==> src/rtl/core/fxa_pkg.sv <==
// shared types, constants and helpers for the q24.8 fixed-point alu
`default_nettype none
package fxa_pkg;

  localparam int FRAC_BITS = 8;
  localparam int DATA_W    = 32;
  localparam int OP_W      = 4;
  localparam int QW        = DATA_W + FRAC_BITS;
  localparam int PROD_W    = 2 * DATA_W;

  typedef enum logic [OP_W-1:0] {
    OP_ADD = 4'd0,
    OP_SUB = 4'd1,
    OP_MUL = 4'd2,
    OP_DIV = 4'd3,
    OP_MIN = 4'd4,
    OP_MAX = 4'd5,
    OP_INC = 4'd6,
    OP_DEC = 4'd7,
    OP_INT = 4'd8
  } op_e;

  // fields that ride alongside the divider
  typedef struct packed {
    logic [OP_W-1:0]   op;
    logic [DATA_W-1:0] simple_res;
    logic              simple_ovf;
    logic              gt;
    logic              eq;
    logic              lt;
    logic [PROD_W-2:0] prod_mag;
    logic              neg;
    logic              dz;
  } side_t;

  // restoring divider state
  typedef struct packed {
    logic [DATA_W-1:0] rem;
    logic [QW-1:0]     nq;
    logic [DATA_W-1:0] den;
  } div_t;

  typedef struct packed {
    side_t side;
    div_t  div;
  } stage_t;

  typedef struct packed {
    logic [DATA_W-1:0] res;
    logic              ovf;
  } sat_t;

  // saturate a magnitude with sign to the signed data range
  function automatic sat_t sat_mag(input logic [PROD_W-1:0] m, input logic neg);
    sat_t              s;
    logic [PROD_W-1:0] lim;
    lim = neg ? (PROD_W'(1) << (DATA_W-1)) : ((PROD_W'(1) << (DATA_W-1)) - PROD_W'(1));
    if (m > lim) begin
      s.ovf = 1'b1;
      s.res = neg ? {1'b1, {(DATA_W-1){1'b0}}} : {1'b0, {(DATA_W-1){1'b1}}};
    end else begin
      s.ovf = 1'b0;
      s.res = neg ? (-m[DATA_W-1:0]) : m[DATA_W-1:0];
    end
    return s;
  endfunction

  // saturate a signed value one bit wider than the data range
  function automatic sat_t sat_wide(input logic [DATA_W:0] x);
    sat_t s;
    if (x[DATA_W] != x[DATA_W-1]) begin
      s.ovf = 1'b1;
      s.res = x[DATA_W] ? {1'b1, {(DATA_W-1){1'b0}}} : {1'b0, {(DATA_W-1){1'b1}}};
    end else begin
      s.ovf = 1'b0;
      s.res = x[DATA_W-1:0];
    end
    return s;
  endfunction

endpackage
`default_nettype wire

==> src/rtl/core/fxa_prep.sv <==
// first stage: simple ops, compare flags, magnitude product and divider set-up
`default_nettype none
module fxa_prep (
  input  logic                              clk_i,
  input  logic                              rst_ni,
  input  logic                              en_i,
  input  logic                              valid_i,
  input  logic [fxa_pkg::OP_W-1:0]          op_i,
  input  logic signed [fxa_pkg::DATA_W-1:0] operand_a_i,
  input  logic signed [fxa_pkg::DATA_W-1:0] operand_b_i,
  output logic                              valid_o,
  output fxa_pkg::stage_t                   stage_o
);

  logic [fxa_pkg::DATA_W-1:0] a_mag, b_mag;
  logic [fxa_pkg::PROD_W-1:0] prod;
  logic [fxa_pkg::DATA_W:0]   a_w, b_w;
  fxa_pkg::sat_t              simple;
  fxa_pkg::stage_t            stage_d, stage_q;
  logic                       valid_q;

  // magnitudes and sign-extended operands
  assign a_mag = operand_a_i[fxa_pkg::DATA_W-1] ? (-operand_a_i) : operand_a_i;
  assign b_mag = operand_b_i[fxa_pkg::DATA_W-1] ? (-operand_b_i) : operand_b_i;
  assign a_w   = {operand_a_i[fxa_pkg::DATA_W-1], operand_a_i};
  assign b_w   = {operand_b_i[fxa_pkg::DATA_W-1], operand_b_i};
  assign prod  = a_mag * b_mag;

  // results that need no multiplier or divider
  always_comb begin
    simple.res = '0;
    simple.ovf = 1'b0;
    case (op_i)
      fxa_pkg::OP_ADD: simple = fxa_pkg::sat_wide(a_w + b_w);
      fxa_pkg::OP_SUB: simple = fxa_pkg::sat_wide(a_w - b_w);
      fxa_pkg::OP_MIN: simple.res = (operand_a_i < operand_b_i) ? operand_a_i : operand_b_i;
      fxa_pkg::OP_MAX: simple.res = (operand_a_i > operand_b_i) ? operand_a_i : operand_b_i;
      fxa_pkg::OP_INC: simple = fxa_pkg::sat_wide(a_w + (fxa_pkg::DATA_W+1)'(1));
      fxa_pkg::OP_DEC: simple = fxa_pkg::sat_wide(a_w - (fxa_pkg::DATA_W+1)'(1));
      fxa_pkg::OP_INT: simple.res = operand_a_i >>> fxa_pkg::FRAC_BITS;
      default: ;
    endcase
  end

  // assemble the stage word
  always_comb begin
    stage_d.side.op         = op_i;
    stage_d.side.simple_res = simple.res;
    stage_d.side.simple_ovf = simple.ovf;
    stage_d.side.gt         = operand_a_i > operand_b_i;
    stage_d.side.eq         = operand_a_i == operand_b_i;
    stage_d.side.lt         = operand_a_i < operand_b_i;
    stage_d.side.prod_mag   = prod[fxa_pkg::PROD_W-2:0];
    stage_d.side.neg        = operand_a_i[fxa_pkg::DATA_W-1] ^ operand_b_i[fxa_pkg::DATA_W-1];
    stage_d.side.dz         = (op_i == fxa_pkg::OP_DIV) && (operand_b_i == '0);
    stage_d.div.rem         = '0;
    stage_d.div.nq          = {a_mag, {fxa_pkg::FRAC_BITS{1'b0}}};
    stage_d.div.den         = b_mag;
  end

  // valid register
  always_ff @(posedge clk_i or negedge rst_ni) begin
    if (!rst_ni) begin
      valid_q <= 1'b0;
    end else if (en_i) begin
      valid_q <= valid_i;
    end
  end

  // payload register
  always_ff @(posedge clk_i) begin
    if (en_i) begin
      stage_q <= stage_d;
    end
  end

  assign valid_o = valid_q;
  assign stage_o = stage_q;

endmodule
`default_nettype wire

==> config.mk <==
export PLATFORM = sky130hd
export DESIGN_NAME = fxa_prep
export DESIGN_NICKNAME = d
export VERILOG_FILES = /design/src/rtl/core/fxa_pkg.sv /design/src/rtl/core/fxa_prep.sv
export SDC_FILE = /design/constraint.sdc
export NUM_CORES = 2
export LEC_CHECK = 0
export BUFFER_PORTS_ARGS = -buffer_cell sky130_fd_sc_hd__buf_2
export CORE_MARGIN = 10
export CORE_UTILIZATION = 60
export CTS_CLUSTER_SIZE = 30
export DETAILED_ROUTE_END_ITERATION = 12
export PLACE_DENSITY = 0.9
export SLEW_MARGIN = 20
export SYNTH_ARGS = -nofsm -noshare
export SYNTH_HDL_FRONTEND = slang
export SYNTH_SLANG_ARGS = --single-unit
==> constraint.sdc <==
create_clock -name clk_i -period 0.9 [get_ports clk_i]
set_clock_uncertainty 0.15 [all_clocks]
set_input_delay 0 -clock clk_i [delete_from_list [all_inputs] [get_ports clk_i]]
set_output_delay 0 -clock clk_i [all_outputs]
set_load 0.05 [all_outputs]
==> results of run 1 <==
## cells in the mapped netlist, drive strengths merged, types with 7 or more instances
library cell	instances
nor4	21
xor2	83
or2	11
o21ai	140
mux2i	30
a211o	7
nand2b	31
buf	75
inv	1001
and2	20
o21bai	24
fa	897
a211oi	28
xnor2	152
or4	9
a221oi	9
ha	324
nor3	35
nand2	603
a21o	55
o31ai	16
clkbuf	251
or3	23
o21a	14
a311oi	7
o211ai	22
and3	17
a2111oi	13
nand4	24
a21oi	212
o2111ai	8
nor2	675
o41ai	7
nor2b	12
nand3	57
edfxtp	169
a31oi	21
clkinv	20
## through the flow
step                std cells  util, %  setup TNS (ns)  worst slack [ns]
floorplan                5235        -         -566.31            -8.359
global placement         7186    76.63         -668.45            -8.629
detailed placement       7186    76.63         -701.26            -9.130
CTS                      7276    79.90         -642.89            -8.189
## logic make-up after synthesis
| kind of cell | share of synthesized area (%) |
|---|---|
| xor+xnor | 4.630 |
| fa+ha+maj | 48.61 |
| compound gates | 8.960 |
| mux | 0.7119 |
| buf+inv | 11.59 |
| other cells | 0.008270 |
| flops | 11.25 |
| simple gates | 14.25 |
## metal layers
metal	GRT usage, %	overflow
met2	90.01	389
met5	68.16	9
met4	75.40	229
met1	78.12	133
met3	78.83	90
## repair_timing
| item | in CTS |
|---|---|
| pin swaps | 135 |
| gates resized for setup | 321 |
| setup endpoints to repair | 333 |
| gates cloned | 1 |
| hold buffers | 10 |
| setup buffers | 50 |
| hold endpoints to repair | 183 |
==> results.json, run 1 <==
{
  "status": "aborted with a tool error",
  "stop_stage": "5_1_grt",
  "error_line": "[ERROR GRT-0116] Global routing finished with congestion. Check the congestion regions in the DRC Viewer.",
  "io_buffer_count": 241,
  "grt_pass1_vias": 66950,
  "cts.sinks": 170,
  "rows": 100,
  "fp.dieH_um": 294.9,
  "synth.avg_cell_area_um2": 8.727,
  "seq_area_frac_synth_pct": 11.25,
  "cts_buffers": 17,
  "overflow": 850,
  "cts-root-buf": "clkbuf_16",
  "synth_area_um2": 45340,
  "yosys_most_used_dff": "edfxtp_1",
  "yosys_warnings": 0,
  "synth_top_area_share_pct": 39.60,
  "grt_max_degree": 30,
  "htreeDepth": 4,
  "synth-async-reset-ratio_pct": 0.5882,
  "die_x_um": 294.9,
  "gp_congestion": 1.132,
  "synth_area_leader_cell": "fa_1",
  "synthTopCellsByArea": "fa_1, edfxtp_1, ha_1",
  "gr-usage-all-layers_pct": 81.07,
  "yosys_register_bits": 170,
  "clockBufferDepth": 2,
  "initial_utilization_pct": 60.71,
  "postSynthCellCount": 5196,
  "placed_cell_area_um2": 57240,
  "grt_pass1_wl_mm": 505.3,
  "dp_hpwl_mm": 163.3,
  "synth-edff-count": 169,
  "top_level_ports": 282,
  "synth.distinct_cells": 83
}
==> run 2: changes to the inputs <==
- CORE_UTILIZATION: 60 -> 40
- CTS_CLUSTER_SIZE: 30 -> unset
- PLACE_DENSITY: 0.9 -> unset
- PLACE_DENSITY_LB_ADDON: unset -> 0.15
==> results.json, run 2 <==
{
  "status": "finished with violations",
  "violations": "negative hold slack, negative setup slack",
  "top_level_ports": 282,
  "synth-edff-count": 169,
  "vias_per_cell": 5.112,
  "synth_area_leader_cell": "fa_1",
  "grt_max_degree": 26,
  "layout_setup_ws_ns": -7.952,
  "synth.distinct_cells": 83,
  "postSynthCellCount": 5196,
  "dp.cells": 7824,
  "io_buffer_count": 241,
  "yosys-top-cells-count": "inv_1, fa_1, nor2_1, nand2_1, ha_1",
  "seq_area_frac_synth_pct": 11.25,
  "slew_viol_final": 0,
  "area_growth_pct": 37.91,
  "crit_top_cell": "fa_1",
  "fin_cells": 7948,
  "gr-usage-all-layers_pct": 28.15,
  "rsz0062_at_grt": "yes",
  "finalHoldViolations": 172,
  "synth.avg_cell_area_um2": 8.727,
  "dieArea_um2": 127200,
  "die_x_um": 356.7,
  "overflow": 0,
  "dp_hpwl_mm": 151.9,
  "setup_viol": 333,
  "dr_wl_met3_mm": 16.41,
  "yosys_warnings": 0,
  "final_common_cell": "buf_4",
  "clk_pin_slew_ns": 0.07,
  "clockBufferDepth": 2,
  "first_pass_iters": 5,
  "fp.dieH_um": 356.7,
  "nFillCells": 10320,
  "largest_reg_flops": 169,
  "vias": 40630,
  "cts.sinks": 170,
  "crit_slowest_cell": "fa_2",
  "synth_area_um2": 45340,
  "hold_ws_ns": -0.2683,
  "cts_buffers": 17,
  "crit_path_start_kind": "input port",
  "route.met2.wl_mm": 79.34,
  "tightestPinTransition_ns": 0.8373,
  "wl_mm": 177.7,
  "fin_nets": 7728,
  "antenna_found_initial": 1,
  "slew_headroom_pct": 44.18,
  "rows": 123,
  "htreeDepth": 4,
  "synthMostInstantiatedCell": "inv_1",
  "core_um2": 112500,
  "grt_pass1_wl_mm": 269.1,
  "post-route-drc-count": 0,
  "period_minus_slack_ns": 8.852,
  "synth_top_area_share_pct": 39.60,
  "clk_latency_ns": 0.56,
  "cap_viol_max_count": 0,
  "yosys_most_used_dff": "edfxtp_1",
  "postCtsHoldBufs": 18,
  "cts_tree": "done",
  "drt-met1-wl_mm": 77.42,
  "cts-root-buf": "clkbuf_16",
  "crit_fanout": 5,
  "layout_common_cells": "buf_4, inv_1, fa_1, nor2_1, nand2_1",
  "fmax_ghz": 0.1130,
  "arrival_ns": 9.02,
  "grt_pass1_vias": 42710,
  "critPathKind": "in2reg",
  "cp.required_ns": 1.07,
  "drive_above_1_share_pct": 32.78,
  "hp-class": "in2reg",
  "drt_iter0_drc": 3185,
  "top_layer": "met4",
  "synth-async-reset-ratio_pct": 0.5882,
  "synthTopCellsByArea": "fa_1, edfxtp_1, ha_1",
  "ant_nets": 0,
  "critical_path.endpoint_type": "flop",
  "cpPeakStageDelay_ns": 0.59,
  "yosys_register_bits": 170,
  "gp_congestion": 0.9486,
  "routedWlPerCell_um": 22.36,
  "initial_utilization_pct": 40.31,
  "finalCritPeriodShare_pct": 983.5
}
-- run 2: critical path: cells and delay by family --
kind,cells,cell delay (ns)
adders and majority gates,9,4.19
and+or+nand+nor,10,2.74
AOI/OAI and AO/OA,7,1.40
buffers and inverters,6,0.49
xor gates and xnor gates,2,0.23
-- run 2: per-layer routing --
layer | global-route usage (%) | vias up
li1 | - | 18430
met3 | 7.809 | 197
met2 | 43.45 | 1509
met1 | 38.93 | 20490
met5 | 0 | -
met4 | 6.879 | 0
-- run 2: what timing repair did --
action | in CTS | in global routing
endpoints found under the hold margin | 197 | 174
gates cloned | 1 | 0
pin swaps | 167 | 126
endpoints found under the setup margin | 333 | 333
resized for setup | 289 | 201
buffers inserted | 41 | 42
-- run 2: final cells by class --
type	instances	area (µm²)	area share (%)
Clock buffer	17	425.4	0.6803
Timing Repair Buffer	1507	12270	19.61
Inverter	1021	4006	6.406
Multi-Input combinational cell	3718	38730	61.94
Sequential cell	170	5101	8.157
Antenna cell	2	5.005	0.008003
Clock inverter	13	122.6	0.1961
Tap cell	1500	1877	3.001
-- run 2: path summary, 6_finish.rpt --
path,slack [ns],from,to,cells after the start
worst min register to register,0.37,valid_o$_DFFE_PN0P_,valid_o$_DFFE_PN0P_,1
min in group asynchronous,0.13,rst_ni,valid_o$_DFFE_PN0P_,3
worst max register to register,-0.01,valid_o$_DFFE_PN0P_,valid_o$_DFFE_PN0P_,1
max in group asynchronous,0.36,rst_ni,valid_o$_DFFE_PN0P_,3
worst min-delay path,-0.27,en_i,stage_o[200]$_DFFE_PP_,2
worst max-delay path,-7.95,operand_a_i[13],stage_o[167]$_DFFE_PP_,34
-- run 2: cells by family after synthesis --
| group | count (synthesis) | share of synthesized area, % |
|---|---|---|
| AO/OA/AOI/OAI | 635 | 8.960 |
| XOR/XNOR | 236 | 4.630 |
| adder cells (fa/ha/maj) | 1224 | 48.61 |
| buffers and inverters | 1347 | 11.59 |
| flip-flops | 170 | 11.25 |
| multiplexers | 32 | 0.7119 |
| other | 1 | 0.008270 |
| AND/OR/NAND/NOR | 1551 | 14.25 |
-- run 2: metrics by stage --
stage	utilization [%]	cell area (µm²)	hold WS [ns]	worst slack (ns)	TNS, ns
after floorplan	-	48240	-0.4456	-8.359	-566.31
after global placement	52.54	59110	-0.3755	-8.947	-701.69
after detailed placement	52.54	59110	-0.3735	-8.961	-702.82
after CTS	54.59	61410	-0.3133	-7.846	-632.57
after global routing	55.59	62530	-0.2793	-8.154	-655.83
final	55.59	62540	-0.2683	-7.952	-630.64
Power of run 2 is not shown: default switching activity piles up to over one toggle a cycle in this logic, so the estimate is an artifact.
