File: src/rtl/core/fxa_pkg.sv
// shared types, constants and helpers for the q24.8 fixed-point alu
`default_nettype none
package fxa_pkg;

  localparam int FRAC_BITS = 8;
  localparam int DATA_W    = 32;
  localparam int OP_W      = 4;
  localparam int QW        = DATA_W + FRAC_BITS;
  localparam int PROD_W    = 2 * DATA_W;

  typedef enum logic [OP_W-1:0] {
    OP_ADD = 4'd0,
    OP_SUB = 4'd1,
    OP_MUL = 4'd2,
    OP_DIV = 4'd3,
    OP_MIN = 4'd4,
    OP_MAX = 4'd5,
    OP_INC = 4'd6,
    OP_DEC = 4'd7,
    OP_INT = 4'd8
  } op_e;

  // fields that ride alongside the divider
  typedef struct packed {
    logic [OP_W-1:0]   op;
    logic [DATA_W-1:0] simple_res;
    logic              simple_ovf;
    logic              gt;
    logic              eq;
    logic              lt;
    logic [PROD_W-2:0] prod_mag;
    logic              neg;
    logic              dz;
  } side_t;

  // restoring divider state
  typedef struct packed {
    logic [DATA_W-1:0] rem;
    logic [QW-1:0]     nq;
    logic [DATA_W-1:0] den;
  } div_t;

  typedef struct packed {
    side_t side;
    div_t  div;
  } stage_t;

  typedef struct packed {
    logic [DATA_W-1:0] res;
    logic              ovf;
  } sat_t;

  // saturate a magnitude with sign to the signed data range
  function automatic sat_t sat_mag(input logic [PROD_W-1:0] m, input logic neg);
    sat_t              s;
    logic [PROD_W-1:0] lim;
    lim = neg ? (PROD_W'(1) << (DATA_W-1)) : ((PROD_W'(1) << (DATA_W-1)) - PROD_W'(1));
    if (m > lim) begin
      s.ovf = 1'b1;
      s.res = neg ? {1'b1, {(DATA_W-1){1'b0}}} : {1'b0, {(DATA_W-1){1'b1}}};
    end else begin
      s.ovf = 1'b0;
      s.res = neg ? (-m[DATA_W-1:0]) : m[DATA_W-1:0];
    end
    return s;
  endfunction

  // saturate a signed value one bit wider than the data range
  function automatic sat_t sat_wide(input logic [DATA_W:0] x);
    sat_t s;
    if (x[DATA_W] != x[DATA_W-1]) begin
      s.ovf = 1'b1;
      s.res = x[DATA_W] ? {1'b1, {(DATA_W-1){1'b0}}} : {1'b0, {(DATA_W-1){1'b1}}};
    end else begin
      s.ovf = 1'b0;
      s.res = x[DATA_W-1:0];
    end
    return s;
  endfunction

endpackage
`default_nettype wire

File: src/rtl/core/fxa_final.sv
// last stage: rounding, saturation and result select into the output register
`default_nettype none
module fxa_final (
  input  logic                              clk_i,
  input  logic                              rst_ni,
  input  logic                              en_i,
  input  logic                              valid_i,
  input  fxa_pkg::stage_t                   stage_i,
  output logic                              out_valid_o,
  output logic signed [fxa_pkg::DATA_W-1:0] result_o,
  output logic                              a_greater_o,
  output logic                              a_equal_o,
  output logic                              a_less_o,
  output logic                              overflow_o,
  output logic                              div_by_zero_o
);

  logic [fxa_pkg::PROD_W-1:0] mul_r, div_r;
  logic                       round_up;
  fxa_pkg::sat_t              sel;
  logic                       valid_q;
  logic [fxa_pkg::DATA_W-1:0] result_q;
  logic                       gt_q, eq_q, lt_q, ovf_q, dz_q;

  // round half away from zero on magnitudes
  assign mul_r = ({1'b0, stage_i.side.prod_mag}
                 + (fxa_pkg::PROD_W'(1) << (fxa_pkg::FRAC_BITS-1))) >> fxa_pkg::FRAC_BITS;
  assign round_up = {stage_i.div.rem, 1'b0} >= {1'b0, stage_i.div.den};
  assign div_r    = fxa_pkg::PROD_W'(stage_i.div.nq) + fxa_pkg::PROD_W'(round_up);

  // result select
  always_comb begin
    sel.res = stage_i.side.simple_res;
    sel.ovf = stage_i.side.simple_ovf;
    case (stage_i.side.op)
      fxa_pkg::OP_MUL: sel = fxa_pkg::sat_mag(mul_r, stage_i.side.neg);
      fxa_pkg::OP_DIV: begin
        if (stage_i.side.dz) begin
          sel.res = '0;
          sel.ovf = 1'b0;
        end else begin
          sel = fxa_pkg::sat_mag(div_r, stage_i.side.neg);
        end
      end
      default: ;
    endcase
  end

  always_ff @(posedge clk_i or negedge rst_ni) begin
    if (!rst_ni) begin
      valid_q <= 1'b0;
    end else if (en_i) begin
      valid_q <= valid_i;
    end
  end

  always_ff @(posedge clk_i) begin
    if (en_i) begin
      result_q <= sel.res;
      ovf_q    <= sel.ovf;
      gt_q     <= stage_i.side.gt;
      eq_q     <= stage_i.side.eq;
      lt_q     <= stage_i.side.lt;
      dz_q     <= stage_i.side.dz;
    end
  end

  assign out_valid_o   = valid_q;
  assign result_o      = result_q;
  assign a_greater_o   = gt_q;
  assign a_equal_o     = eq_q;
  assign a_less_o      = lt_q;
  assign overflow_o    = ovf_q;
  assign div_by_zero_o = dz_q;

endmodule
`default_nettype wire

File: config.mk
export PLATFORM = sky130hd
export DESIGN_NAME = fxa_final
export DESIGN_NICKNAME = d
export VERILOG_FILES = /design/src/rtl/core/fxa_pkg.sv /design/src/rtl/core/fxa_final.sv
export SDC_FILE = /design/constraint.sdc
export NUM_CORES = 1
export LEC_CHECK = 0
export BUFFER_PORTS_ARGS = -buffer_cell sky130_fd_sc_hd__buf_2
export CORE_MARGIN = 5
export CORE_UTILIZATION = 49
export DETAILED_ROUTE_END_ITERATION = 7
export PLACE_DENSITY = 0.79
export SKIP_LAST_GASP = 1
export SLEW_MARGIN = 15
export SYNTH_ARGS = -nofsm -noshare
export SYNTH_HDL_FRONTEND = slang
export SYNTH_SLANG_ARGS = --single-unit
File: constraint.sdc
create_clock -name clk_i -period 0.8 [get_ports clk_i]
set_clock_uncertainty 0.15 [all_clocks]
set_input_delay 0.16 -clock clk_i [delete_from_list [all_inputs] [get_ports clk_i]]
set_output_delay 0.16 -clock clk_i [all_outputs]
set_load 0.1 [all_outputs]
# Yosys cells after proc, flatten, opt, wreduce, memory -nomap -nowiden
# Cells that the tools add are included.
# Widths: inputs -> output; s select.
# word_totals
register_bits	38
elab_cells	24
out_inout_bits	38
input_bits	213
# classes
add_sub_neg	4
eq_ne	2
order_cmp	3
mux	8
# op_table
cell	n
$mux 32	4
$mux 33	3
$pmux 33 s2	1
$add 63x8->64 const B	1
$gt 56x64->1	1
$neg 32->32	2
$add 40x1->41	1
$gt 41x32->1	1
$ge 33x32->1	1
$eq 4x2->1 const B	2

# Depth between registers and ports, before layout
# Gate-level depths: netlist of the first run.
# depth
word_depth	7
ltp_mapped	34

# Least setup slack after synthesis of the first run
# No wires, ideal clock.
# synth_timing
kind	input to register
startpoint	in stage_i[1] (netlist name)
endpoint	reg result_q, in the netlist result_o[1] (data pin)
path_stages	33
t_arrival_ns	5.971
t_required_ns	0.384
setup_slack_ns	-5.587
n_path_buf	3
cell_sequence	inv_1 -> ha_1 -> nor2b_1 -> o21a_1 -> o21a_1 -> o21a_1 -> o21a_1 -> o21a_1 -> o21ai_0 -> nand2_1 -> a21oi_1 -> o311ai_0 -> ha_1 -> ha_1 -> clkbuf_1 -> nand4_1 -> or4_1 -> clkbuf_1 -> nor3_1 -> nand2_1 -> xor2_1 -> inv_1 -> ha_1 -> and4_1 -> o2111ai_1 -> a21oi_1 -> or4_1 -> a211oi_4 -> buf_4 -> a21oi_1 -> a31oi_1 -> a2bb2oi_1 -> o21ai_1
# synth_lines
item	line	source
start: declaration	fxa_final.sv:8	input fxa_pkg::stage_t stage_i,
end signal: assignment	fxa_final.sv:59	result_q <= sel.res;
end: declaration	fxa_final.sv:22	logic [fxa_pkg::DATA_W-1:0] result_q;

==> key figures, run 1 <==
Status
  – Status: finished with violations
  – Failing checks: DRC, hold timing, setup timing

CTS
  – Clock buffer depth: 2
  – TritonCTS Buffers: 5
  – CTS Sinks: 38
  – CTS tree: yes
  – Root buffer cell: clkbuf_16
  – Clk slew on worst S/H paths: 0.07 ns
  – Hold_buf cts: 1
  – Latest clock arrival within the worst-skew pair: 0.30 ns
  – CTS H-Tree Depth: 2

Synth
  – FF+latch count, synth: 38
  – Synth top area share: 14.0%
  – Post-synth cell types: 72
  – Synthesized area per cell: 7.08 um2
  – Syn nets: 1579
  – Netlist Area Pre-Place: 0.00897 mm2
  – Async SR Flop Fraction: 2.63%
  – Primary FF master, synth: edfxtp_1
  – Syn Inst Count: 1266
  – Register area share after synthesis: 12.7%
  – Synth warn: 0
  – Main area contributors after synthesis: ha_1 14%, edfxtp_1 12%, a21oi_1 7.7%, nand4_1 5.4%, inv_1 4.5%
  – Post-synth top area cell: ha_1
  – Post-synth EDFFs: 37

Timing
  – Setup ws final: -5.81 ns
  – F_max: 0.151 GHz
  – WHS: -0.115 ns
  – Fin. Hold Viols: 4
  – Worst-margin pin slew: 0.725 ns
  – RSZ-0062 raised after global routing: yes
  – Min cycle time layout: 6.61 ns
  – Period utilization: 826%
  – Setup Viol. Count Final: 72
  – Rel. slew slack: 51.1%
  – Final Slew Violations: 0

Cells and area
  – # diodes: 0
  – Layout cells sized above 1: 42.3%
  – Nets: 2203
  – Final non-filler cell area: 0.0151 mm2
  – Synth-to-Final Area Change: 69.0%

Setup path
  – Reg-to-Reg End: out_valid_o
  – Startpoint type of the worst setup path: input pin
  – Max incr delay on CP: 0.64 ns
  – Worst reg2reg startpoint: out_valid_o
  – Critical path class: input pin to register
  – Worst reg2reg path depth: 1
  – Most used cell, CP: a21oi_2
  – Crit path max-delay cell type: or4_4
  – Crit path DAT: 6.50 ns
  – Worst-path fanout max: 6
  – Critical Path RT: 0.69 ns
  – Crit path capture type: register
  – Reg-to-reg slack, setup: -0.23 ns

Floorplan
  – Die Width: 145 um
  – Die area: 0.0211 mm2
  – Initial core utilization: 49.9%
  – Die Y: 145 um
  – Row count: 49
  – Area of the core: 0.0180 mm2
  – Io pins: 251

GRT
  – Pin count of the biggest net entering global routing: 37
  – GRT overflow: 0
  – Vias in the first global route: 12700
  – Total track usage: 35.7%
  – First-pass GRT wire length: 63600 um
  – Initial antenna violation count: 1

Pwr
  – Power per cell area: 869 mW/mm2
  – Leak: 7.14 nW
  – VDD IR-drop max: 0.00155 V

Routing
  – Vias: 13500
  – DR vias/cell: 6.37
  – Drt initial violations: 1483
  – Number of detailed-route iterations in the first pass: 8
  – DRT Wirelength: 43200 um
  – Avg WL per Cell: 20.4 um
  – DRC Markers: 47
  – Antenna Nets Post-Route: 0

Flow run
  – Max cap viols: 0

Place
  – GPL Wtd Cong: 1.10
  – Post-DP Area: 0.0142 mm2
  – Place WS: -5.80 ns
  – Final HPWL DP: 32100 um
  – Port bufs: 243

Worst hold path
  – Worst Hold Class: input pin to register
  – Worst hold path endpoint: a_less_o
  – Worst hold stages: 1
  – Hold path startpoint: stage_i[169]
[Yosys cell counts (5+ instances only)]
| library cell | count |
|---|---|
| nor2b_1 | 9 |
| a31oi_1 | 10 |
| a21oi_1 | 138 |
| or4_1 | 11 |
| nand2_1 | 106 |
| inv_1 | 107 |
| ha_1 | 100 |
| xnor2_1 | 34 |
| o21ai_0 | 58 |
| mux2_2 | 6 |
| and2_1 | 14 |
| a2bb2oi_1 | 20 |
| a22oi_1 | 5 |
| nand3b_1 | 5 |
| and3_1 | 22 |
| o21a_1 | 11 |
| mux2i_1 | 29 |
| a21o_1 | 13 |
| o21ai_1 | 18 |
| a211oi_1 | 15 |
| buf_2 | 14 |
| o211ai_1 | 26 |
| or3_1 | 8 |
| o31ai_1 | 10 |
| nor4_1 | 33 |
| nand3_1 | 64 |
| xor2_1 | 33 |
| edfxtp_1 | 37 |
| nand4_1 | 77 |
| nor3_1 | 36 |
| clkbuf_1 | 46 |
| nor2_1 | 45 |
| and4_1 | 26 |
| nand2b_1 | 10 |
[metrics by stage]
stage               hold WS, ns  cells  util (%)  TNS (ns)  power (W)
global route             -0.101   2120      84.3   -211.50     0.0136
CTS                      -0.105   2110      82.1   -179.49     0.0126
floorplan                -0.286   1266         -   -180.95    0.00612
detailed placement       -0.213   2088      78.8   -193.94    0.00983
finish                   -0.115   2120      84.3   -203.82     0.0132
global placement         -0.213   2088      78.8   -188.04    0.00959
[where the power goes]
| part | switching [W] | leakage [nW] | total (W) | internal, W |
|---|---|---|---|---|
| clock | 0.000924 | 0.0940 | 0.00272 | 0.00180 |
| sequential | 0.000183 | 0.372 | 0.00259 | 0.00241 |
| combinational | 0.00444 | 6.67 | 0.00785 | 0.00341 |
| total | 0.00555 | 7.14 | 0.0132 | 0.00762 |
[final cells by class]
cell class,instances,area [um2]
tap,229,287
sequential,38,1140
clock buffer,5,125
fill,1027,2820
inverter,109,424
clock inverter,3,68.8
multi-input combinational,1053,7760
timing repair buffer,683,5340
[worst max-delay path by stage]
stage / cells after the start / slack [ns] / to / startpoint
CTS: 33 / -5.02 / result_o[2] / stage_i[1]
floorplan: 34 / -5.04 / result_o[1] / stage_i[1]
finish: 36 / -5.81 / result_o[17] / stage_i[18]
global placement: 31 / -5.69 / result_o[3] / stage_i[1]
detailed placement: 31 / -5.80 / result_o[3] / stage_i[1]
global route: 36 / -6.03 / result_o[17] / stage_i[18]
[critical path, delay by kind of cell]
family	cells	cell delay, ns
buffers and inverters	8	0.90
adders and majority gates	4	0.95
AOI/OAI and AO/OA	15	2.26
and+or+nand+nor	8	2.05
xor gates and xnor gates	1	0.17
[metal layers]
layer / share of wire [%] / GRT usage (%) / up-vias
li1: - / - / 6062
met1: 35 / 42.7 / 6142
met2: 46 / 62.2 / 1003
met3: 12 / 8.36 / 295
met4: 7.1 / 13.3 / 0
met5: 0 / 0 / -
[flip-flops by register name, summed over array words and instances, names as in the netlist]
name	cells
result_o	32
a_equal_o	1
a_less_o	1
div_by_zero_o	1
overflow_o	1
out_valid_o	1
a_greater_o	1
[kinds of logic (layout without fill, tap and decap cells)]
family / count (synthesis) / count (layout) / synth area share, %
adder cells (fa/ha/maj): 100 / 100 / 14.0
AO/OA/AOI/OAI: 372 / 372 / 26.2
AND/OR/NAND/NOR: 479 / 479 / 29.0
multiplexers: 35 / 35 / 3.99
flip-flops: 38 / 38 / 12.7
XOR/XNOR: 67 / 67 / 6.54
buffers and inverters: 175 / 800 / 7.62
[cells in the final DEF (no fill, tap or decap), types with 7 or more instances in the layout]
cell and count:
buf_2 199, mux2i_1 29, nor3_1 31, ha_4 10, inv_1 103, nor2_1 42
buf_4 416, nand4_1 77, a2bb2oi_1 10, ha_1 88, nor2b_1 8, xor2_1 29
nand3_1 63, nand2b_1 10, or3_1 8, and2_1 13, and3_1 22, a2bb2oi_2 10
and4_1 25, edfxtp_1 37, o211ai_1 26, a31oi_1 9, buf_12 50, o21ai_0 48
buf_6 12, a211oi_1 10, o31ai_1 10, o21a_1 11, nand2_1 105, a21oi_1 108
xnor2_1 32, o21ai_1 24, a21o_1 13, a21oi_2 28, nor4_1 29, or4_1 7
[timing repair]
item	in CTS	in global routing
pin swaps	29	48
endpoints found under the setup margin	72	72
gates resized for setup	59	70
cloned	1	0
hold endpoints to repair	5	4
buffers inserted	12	12
No activity file was read; power rests on OpenSTA's default activity.
==> run 2, diff against run 1 <==
CELL_PAD_IN_SITES_DETAIL_PLACEMENT = 0   (was not set)
CELL_PAD_IN_SITES_GLOBAL_PLACEMENT = 2   (was not set)
CORE_UTILIZATION = 27   (was 49)
PLACE_DENSITY = not set   (was 0.79)
PLACE_DENSITY_LB_ADDON = 0.1   (was not set)
==> key figures, run 2 (synthesized netlist as in run 1, its figures left out) <==
CTS
  – CTS H-Tree Depth: 2
  – CTS Sinks: 38
  – Clock buffer depth: 2
  – TritonCTS Buffers: 5
  – Root buffer cell: clkbuf_16
  – Latest clock arrival within the worst-skew pair: 0.29 ns
  – Clk slew on worst S/H paths: 0.06 ns
  – CTS tree: yes
  – Hold_buf cts: 1

Routing
  – Number of detailed-route iterations in the first pass: 5
  – Drt initial violations: 572
  – DRT Wirelength: 39000 um
  – DRC Markers: 0
  – DR vias/cell: 5.12
  – Avg WL per Cell: 16.5 um
  – Antenna Nets Post-Route: 0
  – Vias: 12100

Timing
  – Worst-margin pin slew: 0.637 ns
  – Setup ws final: -5.22 ns
  – Final Slew Violations: 0
  – Fin. Hold Viols: 5
  – WHS: -0.106 ns
  – Setup Viol. Count Final: 72
  – F_max: 0.166 GHz
  – Period utilization: 752%
  – Min cycle time layout: 6.02 ns
  – Setup TNS: -185.34 ns
  – RSZ-0062 raised after global routing: yes
  – Rel. slew slack: 56.4%

GRT
  – GRT overflow: 0
  – Vias in the first global route: 11800
  – Total track usage: 19.9%
  – Pin count of the biggest net entering global routing: 43
  – Initial antenna violation count: 4
  – First-pass GRT wire length: 60100 um

Status
  – Status: finished with violations
  – Failing checks: hold timing, setup timing

Place
  – GPL Wtd Cong: 0.889
  – Port bufs: 243
  – Post-DP Area: 0.0145 mm2
  – Final HPWL DP: 32400 um
  – Place WS: -5.99 ns

Setup path
  – Crit path DAT: 5.91 ns
  – Worst path bufs/invs: 8
  – Startpoint type of the worst setup path: input pin
  – Critical path class: input pin to register
  – Crit path max-delay cell type: or4_4
  – Worst-path fanout max: 6
  – Most used cell, CP: o21a_1
  – Crit path capture type: register
  – Number of cells on the critical path: 34
  – Critical Path RT: 0.70 ns
  – Crit path from: stage_i[1]
  – CP top delay family: compound AO/OA/AOI/OAI gates
  – Worst reg2reg path depth: 1
  – Worst reg2reg startpoint: out_valid_o
  – Max incr delay on CP: 0.50 ns

Worst hold path
  – Hold path startpoint: stage_i[171]
  – Worst Hold Class: input pin to register
  – Worst hold stages: 1

Floorplan
  – Die area: 0.0370 mm2
  – Die Y: 192 um
  – Area of the core: 0.0327 mm2
  – Die Width: 192 um
  – Row count: 66
  – Io pins: 251
  – Initial core utilization: 27.4%

Cells and area
  – # diodes: 0
  – Commonest non-fill, non-tap cell in the layout: buf_4
  – Nets: 2227
  – Layout cells sized above 1: 43.6%
  – Most frequent cells in the layout: 439 x buf_4, 202 x buf_2, 104 x inv_1
  – Final non-filler cell area: 0.0157 mm2
  – Synth-to-Final Area Change: 74.9%
  – Max FFs per register: 32

Pwr
  – VDD IR-drop max: 0.000787 V
  – Power per cell area: 826 mW/mm2
  – Power Total: 0.0130 W
  – Leak: 7.26 nW

Flow run
  – Max cap viols: 0
-- run 2: changes by cell type in the layout (fill, tap and decap cells not counted), sizes merged --
cell / before / now
buf: 682 / 703
clkbuf: 5 / 8
-- run 2: path summary, 6_finish.rpt --
check | slack [ns] | end
min | -0.11 | a_greater_o
min reg2reg | 0.45 | out_valid_o
max in group asynchronous | 0.39 | out_valid_o
max | -5.22 | result_o[31]
max reg2reg | -0.21 | out_valid_o
min in group asynchronous | 0.01 | out_valid_o
-- run 2: metrics by stage --
stage,utilization (%),cells
2_1_floorplan,-,1266
3_3_place_gp,44.3,2312
3_5_place_dp,44.3,2312
4_1_cts,46.4,2345
5_1_grt,47.9,2357
6_report,47.9,2357
-- run 2: timing repair --
item	CTS	global route
endpoints found under the hold margin	6	5
endpoints found under the setup margin	72	72
cloned	1	5
gates resized for setup	65	71
setup buffers	28	10
pin swaps	27	48
-- run 2: final cells by class --
type	count	area, um2
Clock buffer	5	125
Clock inverter	3	68.8
Fill cell	3339	17000
Inverter	109	422
Multi-Input combinational cell	1053	7840
Sequential cell	38	1140
Tap cell	442	553
Timing Repair Buffer	707	5530
-- run 2: per-layer routing --
layer	vias up	share of wire, %	track usage [%]
met3	35	6.1	3.94
li1	6103	-	-
met1	5631	47	27.1
met2	283	46	33.7
met5	-	0.14	0
met4	8	0.88	2.08
-- run 2: report_power, final --
part | internal (W) | total (W) | switching [W]
clock network | 0.00180 | 0.00273 | 0.000937
logic | 0.00348 | 0.00761 | 0.00413
registers | 0.00241 | 0.00261 | 0.000200
total | 0.00768 | 0.0130 | 0.00527
==> run 3, diff against run 2 <==
BUFFER_PORTS_ARGS = -buffer_cell sky130_fd_sc_hd__clkbuf_2   (was -buffer_cell sky130_fd_sc_hd__buf_2)
==> key figures, run 3 (synthesized netlist as in run 1, its figures left out) <==
Timing
  – Final Slew Violations: 0
  – Fin. Hold Viols: 5
  – Setup ws final: -5.21 ns
  – F_max: 0.167 GHz
  – Period utilization: 751%
  – Setup Viol. Count Final: 72
  – Min cycle time layout: 6.01 ns
  – WHS: -0.0888 ns
  – RSZ-0062 raised after global routing: yes
  – Rel. slew slack: 58.3%
  – Worst-margin pin slew: 0.610 ns

CTS
  – CTS tree: yes
  – CTS H-Tree Depth: 2
  – Latest clock arrival within the worst-skew pair: 0.28 ns
  – Root buffer cell: clkbuf_16
  – CTS Sinks: 38
  – Clk slew on worst S/H paths: 0.06 ns
  – Clock buffer depth: 2
  – TritonCTS Buffers: 5
  – Hold_buf cts: 1

Setup path
  – Crit path capture type: register
  – Crit path DAT: 5.88 ns
  – Worst-path fanout max: 5
  – Critical Path RT: 0.68 ns
  – Worst reg2reg path depth: 1
  – Reg-to-reg slack, setup: -0.21 ns
  – Max incr delay on CP: 0.50 ns
  – Most used cell, CP: o21a_1
  – Critical path class: input pin to register
  – Worst path bufs/invs: 10
  – Crit path max-delay cell type: or4_4
  – Reg-to-Reg End: out_valid_o
  – CP top delay family: compound AO/OA/AOI/OAI gates
  – Worst reg2reg startpoint: out_valid_o
  – Startpoint type of the worst setup path: input pin

Cells and area
  – # diodes: 0
  – Max FFs per register: 32
  – Final non-filler cell area: 0.0160 mm2
  – Finished Layout Cells: 2364
  – Most frequent cells in the layout: 441 x buf_4, 201 x clkbuf_2, 104 x nand2_1
  – Synth-to-Final Area Change: 78.5%
  – Nets: 2234
  – Layout cells sized above 1: 45.0%
  – Commonest non-fill, non-tap cell in the layout: buf_4

GRT
  – Initial antenna violation count: 0
  – Pin count of the biggest net entering global routing: 27
  – First-pass GRT wire length: 60200 um
  – GRT overflow: 0
  – Total track usage: 20.0%
  – Vias in the first global route: 11800

Pwr
  – Power per cell area: 812 mW/mm2
  – Power share of the combinational group: 59.4%
  – Sw frac: 40.4%
  – Internal: 0.00774 W
  – VDD IR-drop max: 0.00117 V
  – Flop pwr share: 20.1%
  – Leak: 7.39 nW
  – Clk pwr share: 20.5%
  – Net Switching: 0.00525 W
  – Power Total: 0.0130 W

Worst hold path
  – Worst Hold Class: input pin to register
  – Worst hold stages: 1
  – Hold path startpoint: stage_i[171]
  – Worst hold path endpoint: a_greater_o

Place
  – # placed instances: 2317
  – Port bufs: 243
  – Post-DP Area: 0.0145 mm2
  – Final HPWL DP: 32400 um
  – Place WS: -5.88 ns
  – GPL Wtd Cong: 0.869

Routing
  – Number of detailed-route iterations in the first pass: 6
  – DRT Wirelength: 39200 um
  – Vias: 12100
  – DR vias/cell: 5.11
  – Antenna Nets Post-Route: 0
  – Drt initial violations: 758
  – DRC Markers: 0
  – Avg WL per Cell: 16.6 um

Floorplan
  – Io pins: 251
  – Die Y: 192 um
  – Die area: 0.0370 mm2
  – Die Width: 192 um
  – Area of the core: 0.0327 mm2
  – Initial core utilization: 27.4%
  – Row count: 66

Status
  – Failing checks: hold timing, setup timing
  – Status: finished with violations

Flow run
  – Max cap viols: 0
## run 3: per-layer routing
metal | track usage [%] | vias to the layer above | share of wire [%]
met5 | 0 | - | 0
met4 | 2.22 | 0 | 1.2
met1 | 27.5 | 5605 | 47
met3 | 3.98 | 24 | 6.7
li1 | - | 6118 | -
met2 | 33.4 | 329 | 45
## run 3: what timing repair did
| action | 4_1_cts | 5_1_grt |
|---|---|---|
| hold endpoints to repair | 6 | 5 |
| gates cloned | 4 | 3 |
| pin swaps | 40 | 58 |
| endpoints found under the setup margin | 72 | 72 |
| buffers inserted | 16 | 19 |
| gates resized for setup | 55 | 118 |
## run 3: layout make-up
type                       count  area (um2)
multi-input combinational   1053        8020
clock buffer                   5         125
fill                        3316       16700
timing repair buffer         714        5670
tap                          442         553
inverter                     109         424
clock inverter                 3        68.8
sequential                    38        1140
## run 3: worst max path at each step
stage | startpoint | end | cells past startpoint
after global placement | stage_i[1] | result_o[31] | 34
after floorplan | stage_i[1] | result_o[1] | 34
final | stage_i[1] | result_o[31] | 37
after CTS | stage_i[10] | result_o[31] | 34
after global routing | stage_i[1] | result_o[31] | 33
after detailed placement | stage_i[1] | result_o[31] | 34
## run 3: power groups by stage
stage	logic, W	clock network, W	registers [W]
floorplan	0.00234	0	0.00378
global placement	0.00719	0	0.00266
detailed placement	0.00724	0	0.00265
CTS	0.00744	0.00269	0.00262
global route	0.00837	0.00279	0.00262
finish	0.00772	0.00266	0.00261
## run 3: stage by stage
step                hold slack, ns  setup TNS [ns]  util, %
global route               -0.0992         -196.07     48.9
CTS                        -0.0919         -186.20     46.7
floorplan                   -0.286         -180.95        -
global placement            -0.215         -199.48     44.5
detailed placement          -0.214         -200.53     44.5
finish                     -0.0888         -185.53     48.9
